`src/gcd_and_coprime_search_core_macros.svh`:
```
// ---------------------------------------------------------------------------
// GCD and coprime search core: assertion macros
// Shared concurrent assertion wrappers, clocked and reset-qualified.
// ---------------------------------------------------------------------------
`ifndef GCD_AND_COPRIME_SEARCH_CORE_MACROS_SVH
`define GCD_AND_COPRIME_SEARCH_CORE_MACROS_SVH

// same-cycle implication
`define GCS_ASSERT_IMP(lbl, clk, rst_n, ante, cons, msg) \
  lbl: assert property (@(posedge clk) disable iff (!rst_n) (ante) |-> (cons)) \
    else $error(msg);

// next-cycle implication
`define GCS_ASSERT_NEXT(lbl, clk, rst_n, ante, cons, msg) \
  lbl: assert property (@(posedge clk) disable iff (!rst_n) (ante) |=> (cons)) \
    else $error(msg);

`endif

```
`src/gcs_pkg.sv`:
```
// ---------------------------------------------------------------------------
// GCD and coprime search core: package
// Shared constants and controller/datapath interface types.
// ---------------------------------------------------------------------------
`timescale 1ns / 1ps

package gcs_pkg;

  localparam int unsigned OperandWidthDef = 64;

  // result source selected by the controller
  typedef enum logic [1:0] {
    OUT_NONE,
    OUT_GCD,
    OUT_CAND,
    OUT_ONE
  } out_sel_e;

  typedef struct packed {
    logic     load_gcd;     // a <= x, b <= y
    logic     load_search;  // m <= x, candidate <= start value
    logic     load_cand;    // a <= candidate, b <= m
    logic     step;         // one binary gcd step
    logic     cand_dec;     // candidate -= 2
    out_sel_e out_sel;
  } cmd_t;

  typedef struct packed {
    logic gcd_done;   // one of the pair reached zero
    logic gcd_one;    // finished gcd equals one
    logic cand_lt3;   // candidate cannot step down further
  } sts_t;

endpackage

```
`src/gcs_ctrl.sv`:
```
// ---------------------------------------------------------------------------
// GCD and coprime search core: controller
// Sequences gcd runs and the candidate search loop.
// ---------------------------------------------------------------------------
`timescale 1ns / 1ps
`include "gcd_and_coprime_search_core_macros.svh"

module gcs_ctrl
  import gcs_pkg::*;
(
  input  logic clk_i,
  input  logic rst_ni,
  input  logic start_i,
  input  logic action_i,
  input  sts_t sts_i,
  output cmd_t cmd_o,
  output logic busy_o
);

  localparam logic [1:0] S_IDLE  = 2'd0;
  localparam logic [1:0] S_GCD   = 2'd1;
  localparam logic [1:0] S_SINIT = 2'd2;
  localparam logic [1:0] S_SGCD  = 2'd3;

  logic [1:0] state_q, state_d;

  always_comb begin
    state_d = state_q;
    cmd_o   = '{default: '0, out_sel: OUT_NONE};
    unique case (state_q)
      S_IDLE: begin
        if (start_i) begin
          if (action_i) begin
            cmd_o.load_search = 1'b1;
            state_d           = S_SINIT;
          end else begin
            cmd_o.load_gcd = 1'b1;
            state_d        = S_GCD;
          end
        end
      end
      S_GCD: begin
        if (sts_i.gcd_done) begin
          cmd_o.out_sel = OUT_GCD;
          state_d       = S_IDLE;
        end else begin
          cmd_o.step = 1'b1;
        end
      end
      S_SINIT: begin
        cmd_o.load_cand = 1'b1;
        state_d         = S_SGCD;
      end
      S_SGCD: begin
        if (sts_i.gcd_done) begin
          if (sts_i.gcd_one) begin
            cmd_o.out_sel = OUT_CAND;
            state_d       = S_IDLE;
          end else if (sts_i.cand_lt3) begin
            cmd_o.out_sel = OUT_ONE;
            state_d       = S_IDLE;
          end else begin
            cmd_o.cand_dec = 1'b1;
            state_d        = S_SINIT;
          end
        end else begin
          cmd_o.step = 1'b1;
        end
      end
      default: state_d = S_IDLE;
    endcase
  end

  always_ff @(posedge clk_i or negedge rst_ni) begin
    if (!rst_ni) begin
      state_q <= S_IDLE;
    end else begin
      state_q <= state_d;
    end
  end

  assign busy_o = (state_q != S_IDLE);

  `GCS_ASSERT_NEXT(a_start_leaves_idle, clk_i, rst_ni, start_i && !busy_o,
                   state_q != S_IDLE, "accepted item did not leave idle")
  `GCS_ASSERT_NEXT(a_gcd_finishes, clk_i, rst_ni, (state_q == S_GCD) && sts_i.gcd_done,
                   state_q == S_IDLE, "finished gcd did not return to idle")
  `GCS_ASSERT_IMP(a_out_from_run, clk_i, rst_ni, cmd_o.out_sel != OUT_NONE,
                  (state_q == S_GCD) || (state_q == S_SGCD), "result issued outside a gcd run")

endmodule

```
`src/gcs_datapath.sv`:
```
// ---------------------------------------------------------------------------
// GCD and coprime search core: datapath
// Binary gcd pair, search candidate, modulus and result register.
// ---------------------------------------------------------------------------
`timescale 1ns / 1ps
`include "gcd_and_coprime_search_core_macros.svh"

module gcs_datapath
  import gcs_pkg::*;
#(
  parameter int unsigned OPERAND_WIDTH = OperandWidthDef
) (
  input  logic                     clk_i,
  input  logic                     rst_ni,
  input  cmd_t                     cmd_i,
  input  logic [OPERAND_WIDTH-1:0] first_operand_i,
  input  logic [OPERAND_WIDTH-1:0] second_operand_i,
  output sts_t                     sts_o,
  output logic                     answer_valid_o,
  output logic [OPERAND_WIDTH-1:0] answer_o
);

  localparam int unsigned W  = OPERAND_WIDTH;
  localparam int unsigned KW = $clog2(W);

  logic [W-1:0]  a_q, a_d, b_q, b_d;
  logic [KW-1:0] k_q, k_d;
  logic [W-1:0]  m_q, m_d, cand_q, cand_d;
  logic [W-1:0]  answer_q, answer_d;
  logic          valid_q;

  logic [W-1:0] a_or_b, gcd_val, a_minus_b, b_minus_a, cand_init;

  assign a_or_b    = a_q | b_q;
  assign gcd_val   = a_or_b << k_q;
  assign a_minus_b = a_q - b_q;
  assign b_minus_a = b_q - a_q;

  always_comb begin
    cand_init = (first_operand_i > W'(3)) ? (first_operand_i - W'(1)) : W'(1);
    if (!cand_init[0]) begin
      cand_init = cand_init - W'(1);
    end
  end

  always_comb begin
    a_d = a_q;
    b_d = b_q;
    k_d = k_q;
    if (cmd_i.load_gcd) begin
      a_d = first_operand_i;
      b_d = second_operand_i;
      k_d = '0;
    end else if (cmd_i.load_cand) begin
      a_d = cand_q;
      b_d = m_q;
      k_d = '0;
    end else if (cmd_i.step) begin
      if (!a_q[0] && !b_q[0]) begin
        // common factor of two, restored at the output shift
        a_d = a_q >> 1;
        b_d = b_q >> 1;
        k_d = k_q + KW'(1);
      end else if (!a_q[0]) begin
        a_d = a_q >> 1;
      end else if (!b_q[0]) begin
        b_d = b_q >> 1;
      end else if (a_q >= b_q) begin
        a_d = a_minus_b >> 1;
      end else begin
        b_d = b_minus_a >> 1;
      end
    end
  end

  always_comb begin
    m_d    = m_q;
    cand_d = cand_q;
    if (cmd_i.load_search) begin
      m_d    = first_operand_i;
      cand_d = cand_init;
    end else if (cmd_i.cand_dec) begin
      cand_d = cand_q - W'(2);
    end
  end

  always_comb begin
    case (cmd_i.out_sel)
      OUT_GCD:  answer_d = gcd_val;
      OUT_CAND: answer_d = cand_q;
      OUT_ONE:  answer_d = W'(1);
      default:  answer_d = answer_q;
    endcase
  end

  always_ff @(posedge clk_i or negedge rst_ni) begin
    if (!rst_ni) begin
      a_q      <= '0;
      b_q      <= '0;
      k_q      <= '0;
      m_q      <= '0;
      cand_q   <= '0;
      answer_q <= '0;
    end else begin
      a_q      <= a_d;
      b_q      <= b_d;
      k_q      <= k_d;
      m_q      <= m_d;
      cand_q   <= cand_d;
      answer_q <= answer_d;
    end
  end

  always_ff @(posedge clk_i or negedge rst_ni) begin
    if (!rst_ni) begin
      valid_q <= 1'b0;
    end else begin
      valid_q <= (cmd_i.out_sel != OUT_NONE);
    end
  end

  assign sts_o.gcd_done = (a_q == '0) || (b_q == '0);
  assign sts_o.gcd_one  = (a_or_b == W'(1)) && (k_q == '0);
  assign sts_o.cand_lt3 = (cand_q < W'(3));

  assign answer_valid_o = valid_q;
  assign answer_o       = answer_q;

  `GCS_ASSERT_NEXT(a_single_strobe, clk_i, rst_ni, valid_q, !valid_q,
                   "result strobe held two cycles")
  `GCS_ASSERT_IMP(a_step_nonzero, clk_i, rst_ni, cmd_i.step,
                  (a_q != '0) && (b_q != '0), "gcd step on a finished pair")
  `GCS_ASSERT_NEXT(a_cand_odd, clk_i, rst_ni, cmd_i.load_search, cand_q[0],
                   "search candidate not odd")

endmodule

```
`src/gcd_and_coprime_search_core.sv`:
```
// ---------------------------------------------------------------------------
// GCD and coprime search core: top level
// gcd of two operands, or an odd multiplier coprime to a modulus.
// ---------------------------------------------------------------------------
//  channel | handshake               | payload
//  --------+-------------------------+--------------------------------------
//  in      | start && !busy          | action_i, first_operand_i,
//          |                         | second_operand_i
//  out     | answer_valid_o (1 cycle)| answer_o
//
//  Steps: one binary gcd step per cycle. A search needs a single gcd
//  (M-1, or M-2 for odd M, is coprime). One item at a time; busy is
//  high meanwhile.
//  Reset: async, active low; returns to idle, no result pending.
//  The result strobe cannot be stalled by the receiver.
// ---------------------------------------------------------------------------
`timescale 1ns / 1ps

module gcd_and_coprime_search_core
  import gcs_pkg::*;
#(
  parameter int unsigned OPERAND_WIDTH = OperandWidthDef
) (
  input  logic                     clk_i,
  input  logic                     rst_ni,
  input  logic                     start,
  output logic                     busy,
  input  logic                     action_i,
  input  logic [OPERAND_WIDTH-1:0] first_operand_i,
  input  logic [OPERAND_WIDTH-1:0] second_operand_i,
  output logic                     answer_valid_o,
  output logic [OPERAND_WIDTH-1:0] answer_o
);

  cmd_t cmd;
  sts_t sts;

  gcs_ctrl u_ctrl (
    .clk_i    (clk_i),
    .rst_ni   (rst_ni),
    .start_i  (start),
    .action_i (action_i),
    .sts_i    (sts),
    .cmd_o    (cmd),
    .busy_o   (busy)
  );

  gcs_datapath #(
    .OPERAND_WIDTH (OPERAND_WIDTH)
  ) u_datapath (
    .clk_i            (clk_i),
    .rst_ni           (rst_ni),
    .cmd_i            (cmd),
    .first_operand_i  (first_operand_i),
    .second_operand_i (second_operand_i),
    .sts_o            (sts),
    .answer_valid_o   (answer_valid_o),
    .answer_o         (answer_o)
  );

endmodule

```
`config.mk`:
```
export PLATFORM = sky130hd
export DESIGN_NAME = gcd_and_coprime_search_core
export DESIGN_NICKNAME = d
export VERILOG_FILES = /design/src/gcs_pkg.sv /design/src/gcs_ctrl.sv /design/src/gcs_datapath.sv /design/src/gcd_and_coprime_search_core.sv
export VERILOG_INCLUDE_DIRS = /design/src /design/src/src
export SDC_FILE = /design/constraint.sdc
export NUM_CORES = 2
export LEC_CHECK = 0
export CAP_MARGIN = 10
export CORE_MARGIN = 3
export CORE_UTILIZATION = 40
export CTS_CLUSTER_SIZE = 12
export DETAILED_ROUTE_END_ITERATION = 12
export DONT_BUFFER_PORTS = 1
export GPL_ROUTABILITY_DRIVEN = 0
export PLACE_DENSITY = 0.61
export SLEW_MARGIN = 20
export SYNTH_ARGS = -nofsm -noshare
export SYNTH_HDL_FRONTEND = slang
export SYNTH_SLANG_ARGS = --single-unit
export TNS_END_PERCENT = 1
```
`constraint.sdc`:
```
create_clock -name clk_i -period 7 [get_ports clk_i]
set_clock_uncertainty 0.05 [all_clocks]
set_input_delay 1.05 -clock clk_i [delete_from_list [all_inputs] [get_ports clk_i]]
set_output_delay 1.05 -clock clk_i [all_outputs]
set_load 0.01 [all_outputs]
```
# Yosys cells after proc, flatten, opt, wreduce, memory -nomap -nowiden
# Index checks and enable logic that the tools add are counted.
[word_totals]
reg_bits = 329
input_bits = 132
out_inout_bits = 66
wordCells = 101
[classes]
addsub = 6
magnitude_cmp = 3
n_eq_ne = 13
n_shift = 1
muxes = 45
bitwise_logic = 1
reduce_logical = 22
[op_table]
columns = ["op", "count"]
rows = [
  ["$mux W64", 18],
  ["$pmux W64 S3", 1],
  ["$logic_not A64 Y1", 2],
  ["$sub A64 B1 Y64 const B", 2],
  ["$sub A64 B64 Y64", 2],
  ["$eq A64 B1 Y1 const B", 1],
  ["$ge A64 B64 Y1", 1],
  ["$gt A64 B2 Y1 const B", 1],
  ["$lt A64 B2 Y1 const B", 1],
  ["$or A64 B64 Y64", 1],
  ["$shl A64 B6 Y64", 1],
  ["$sub A64 B2 Y64 const B", 1],
  ["$mux W6", 4],
  ["$mux W2", 10],
  ["$ne A5 B5 Y1 const B", 3],
  ["$mux W1", 9],
  ["$reduce_and A3 Y1", 3],
  ["$reduce_bool A3 Y1", 3],
  ["$eq A2 B2 Y1 const B", 4],
  ["$pmux W2 S4", 1],
  ["$add A6 B1 Y6 const B", 1],
  ["$logic_not A6 Y1", 1],
  ["$ne A2 B2 Y1 const B", 3],
  ["$reduce_bool A2 Y1", 3],
  ["other kinds (10)", 14],
]

# Longest topological paths before layout
[depth]
word_depth = 8
ltp_mapped = 21
depth_no_buf = 15

# Modules after synthesis
# From an unflattened synthesis, not the netlist that was laid out.
[unflattened]
cells_unflattened = 4129
area_unflattened_um2 = 32703.9
[by_module_without_submodules]
columns = ["mod", "n_inst", "cells_each", "area_each_um2", "seq_area_each_um2"]
rows = [
  ["gcs_datapath", 1, 4109, 32546.2, 8182.8],
  ["gcs_ctrl", 1, 20, 157.7, 50.0],
]

# Least setup slack after synthesis
# Ideal clock, no wire load.
[synth_path]
path_kind = "input port to flip-flop"
from = "input first_operand_i[40]"
to = "register u_datapath.cand_q[36]"
setup_ns = 0.137
arrival_ns = 5.761
required_time_ns = 6.813
slack_ns = 1.052
stages = 20
path_buffers = 6
cell_sequence = "buf_2 > or4_4 > buf_6 > or4_1 > nor3_2 > nand2_1 > clkbuf_1 > clkbuf_1 > clkbuf_1 > nand2b_1 > ha_1 > and3_1 > nor4bb_1 > nand3_1 > nor2_1 > and3_1 > clkbuf_1 > or3b_1 > a311oi_1 > a21oi_1"
[synth_between]
elab_chain_len = 5
[synth_rtl]
columns = ["element", "line_no", "source"]
rows = [
  ["from (decl)", "gcd_and_coprime_search_core.sv:29", "input logic [OPERAND_WIDTH-1:0] first_operand_i,"],
  ["$gt A64 B2 Y1 *", "gcs_datapath.sv:40", "cand_init = (first_operand_i > W'(3)) ? (first_operand_i - W'(1)) : W'(1);"],
  ["$mux W64 *", "gcs_datapath.sv:40", ""],
  ["$sub A64 B1 Y64", "gcs_datapath.sv:42", "cand_init = cand_init - W'(1);"],
  ["$mux W64 *", "gcs_datapath.sv:41", "if (!cand_init[0]) begin"],
  ["$mux W64 *", "gcs_datapath.sv:79", "if (cmd_i.load_search) begin"],
  ["to (signal assigned)", "gcs_datapath.sv:109", "cand_q <= cand_d;"],
  ["to (decl)", "gcs_datapath.sv:28", "logic [W-1:0] m_q, m_d, cand_q, cand_d;"],
]
# Every way passes the cells marked *; elsewhere a longest branch is shown, timed or not.
# A chain may end at the register's enable or synchronous reset.

# Worst setup path after layout
[layout_path]
from = "input first_operand_i[59]"
to = "register u_datapath.cand_q[36]"
# The elaborated chain is that of the path after synthesis.

==> results.md <==
* Mapped Area at 33100 um2
* Worst Setup SP: first_operand_i[59]
* Grt ovf at 0
* Setup crit end kind: flop
* CTS resizes at 0
* Setup repair bufs after CTS at 0
* Max_cap viols at 0
* Distinct cell type count after synthesis at 97
* Remaining DRCs at 0
* Io pins at 198
* Critical path fanouts, max at 8
* Req. time, crit path at 7.38 ns
* Final Util at 0.432
* Clock slew at reported path FFs at 0.06 ns
* Slew Viols, Final at 0
* Horiz. Die Dim at 294 um
* Post-synth EDFFs at 0
* Fmax at 0.184 GHz
* Syn_area_per_cell at 7.59 um2
* Outcome: complete, no violations
* Sw Ratio at 0.241
* Port buffer count at 0
* Top cells by area, synth: dfrtp_1 (25%), ha_1 (7.4%), a21oi_1 (6.3%)
* Total negative slack at 0 ns
* CTS tree: built
* Cts bufs inserted at 40
* CP Class: in -> reg
* Area leader, netlist: dfrtp_1
* Logic gate share of total power at 0.028
* Drt pass-1 iters at 10
* Vias at 36.6k
* Crit start category: input pin
* YS warnings at 0
* Area Growth Syn to Fin at 5.99%
* Antenna Violating Nets Remaining at 0
* Clock share of power at 0.521
* Clock root cell: clkbuf_16
* Seq/Total Area, Yosys at 0.248
* Cell count after placement at 5167
* Synthesis-stage register bit count at 329
* Pwr per Cell Area at 120 nW/um2
* Starting DRT DRC Count at 5625
* CTS hold repair buffers at 0
* DIE AREA at 86400 um2
* Synth Instances at 4369
* Die height at 294 um
* Most used DFF post-synth: dfrtp_1
* Overall routing resource usage at 0.364
* H-tree lvl count at 2
* Vias in the first global route at 33.6k
* Layout Nets at 4480
* Flop pwr share at 0.451
* Worst-Margin Slew at 1.27 ns
* Max Buffers Root-to-Sink at 3
* Final Hold Viols at 0
* Num Clock Sinks at 329
* Syn nets at 4700
* Final wirelength at 164000 um
* Most frequent cell after synthesis: nand2_1
* P_int at 0.00320 W
* Slew margin rel. at 0.145
* RR Startpoint: u_datapath.b_q[50]
* Routed wire per std cell at 31.2 um
* Leak at 14.2 nW
* Total power at 0.00422 W
* Core area at 81300 um2
* RSZ-0062 raised after global routing: no
* Psw at 0.00102 W
* Post-synth top cells: nand2_1 (503), a21oi_1 (417), nor2_1 (401)
* Largest net degree at the start of global routing at 330
* Share of post-route cells with drive strength above 1 at 0.0581
* Yosys top cell area share at 0.248
* Initial antenna violation count at 15
* Ys async rst share at 1.00
* Final Setup Violations at 0
* DP HPWL at 128000 um
* Non-Filler Instances at 5247
* Arrival @ worst endpoint at 5.83 ns
* Hold crit path type: in -> async
* # rows at 104
* First-pass GRT wire length at 234000 um
* Starting density of the core at 0.408
* Crit path time final at 5.45 ns
* VDD IR max at 0.000198 V
* Vias per cell at 6.97
* Final period utilization at 0.778
* Worst skew pair latency at 0.61 ns
==> worst max-delay path: stages <==
cell and delay (ns):
or4_1 0.59, or4_1 0.53, nor4_1 0.58, nand2_1 0.18, nand2b_1 0.11, ha_1 0.25
and3_1 0.24, nor4bb_1 0.72, nand3_1 0.26, nor2_1 0.23, and3_1 0.36, or3b_1 0.37
a311oi_1 0.27, a21oi_1 0.07
==> layer usage <==
metal  GRT usage  vias to the layer above  routed length, um
li1            -                    15487                  -
met1       0.464                    17490              60600
met2       0.502                     2906              64000
met3       0.167                      652              26900
met4       0.209                       18              12200
met5      0.0144                        -                251
==> power by group through the flow <==
stage | registers [W] | logic (W) | clock network [W]
CTS | 0.00190 | 0.000113 | 0.00221
global route | 0.00190 | 0.000125 | 0.00229
finish | 0.00190 | 0.000118 | 0.00220
global placement | 0.00194 | 0.000113 | 0
floorplan | 0.00194 | 0.000107 | 0
detailed placement | 0.00194 | 0.000113 | 0
==> per-stage QoR <==
stage          hold WS, ns  setup WS (ns)  instance area, um2
3_5_place_dp         0.409           1.12               33800
6_report             0.117           1.55               35100
2_1_floorplan        0.390           1.05               33100
5_1_grt              0.102           1.19               35100
4_1_cts             0.0849           1.72               35100
3_3_place_gp         0.407           1.18               33800
==> state kept, by name (all words and copies together), names as in the netlist <==
name and count:
u_datapath.a_q 64, u_ctrl.state_q 2, u_datapath.k_q 6, u_datapath.cand_q 64, u_datapath.b_q 64, u_datapath.answer_o 64
u_datapath.answer_valid_o 1, u_datapath.m_q 64
==> cell families after synthesis <==
| group | Yosys count | synth area share |
|---|---|---|
| adders and majority gates | 199 | 0.0756 |
| DFF | 329 | 0.248 |
| muxes | 145 | 0.0593 |
| and+or+nand+nor | 1566 | 0.230 |
| buffers and inverters | 550 | 0.0636 |
| xor gates and xnor gates | 268 | 0.0708 |
| AOI/OAI and AO/OA | 1312 | 0.252 |
==> final cells by class <==
type                            count  area (um2)
Fill cell                        8461       46200
Antenna cell                        8        20.0
Tap cell                         1060        1330
Multi-Input combinational cell   3490       22900
Clock buffer                       57        1190
Clock inverter                     15         146
Timing Repair Buffer               48         385
Sequential cell                   329        8240
Inverter                          240         901
==> cells in the final DEF, fill, tap and decap left out, types with 22 or more instances in the layout <==
cell	Yosys	routed
o22ai_1	106	106
a221oi_1	93	93
nor4_1	128	128
o21bai_1	43	43
clkbuf_16	0	42
or2_2	24	23
nor3_1	100	100
or3_1	72	72
buf_4	1	46
or4_1	32	32
o31ai_1	83	83
o211ai_1	23	23
inv_1	234	234
o221ai_1	26	26
ha_1	197	197
and2_1	22	22
nand2_1	503	502
nand4_1	67	67
xnor2_1	212	212
a211oi_1	55	55
a21o_1	25	25
nand2b_1	29	25
mux4_2	40	40
nor2b_1	44	44
nand3_1	58	57
a22oi_1	23	23
nor2_1	401	395
xor2_1	56	56
o21ai_0	243	243
dfrtp_1	329	327
a31oi_1	33	33
a21oi_1	417	415
mux2i_1	95	95
==> worst paths after layout <==
path | endpoint | depth (start not counted) | slack (ns)
worst max-delay path | u_datapath.cand_q[36] | 14 | 1.55
worst min-delay path | u_datapath.cand_q[11] | 0 | 0.12
worst max register to register | u_datapath.a_q[17] | 14 | 1.57
worst min register to register | u_datapath.m_q[7] | 2 | 0.42
max in group asynchronous | u_datapath.k_q[1] | 0 | 6.05
min in group clk_i | u_datapath.m_q[7] | 2 | 0.42
Note: power is estimated with default switching activity, not from simulation.
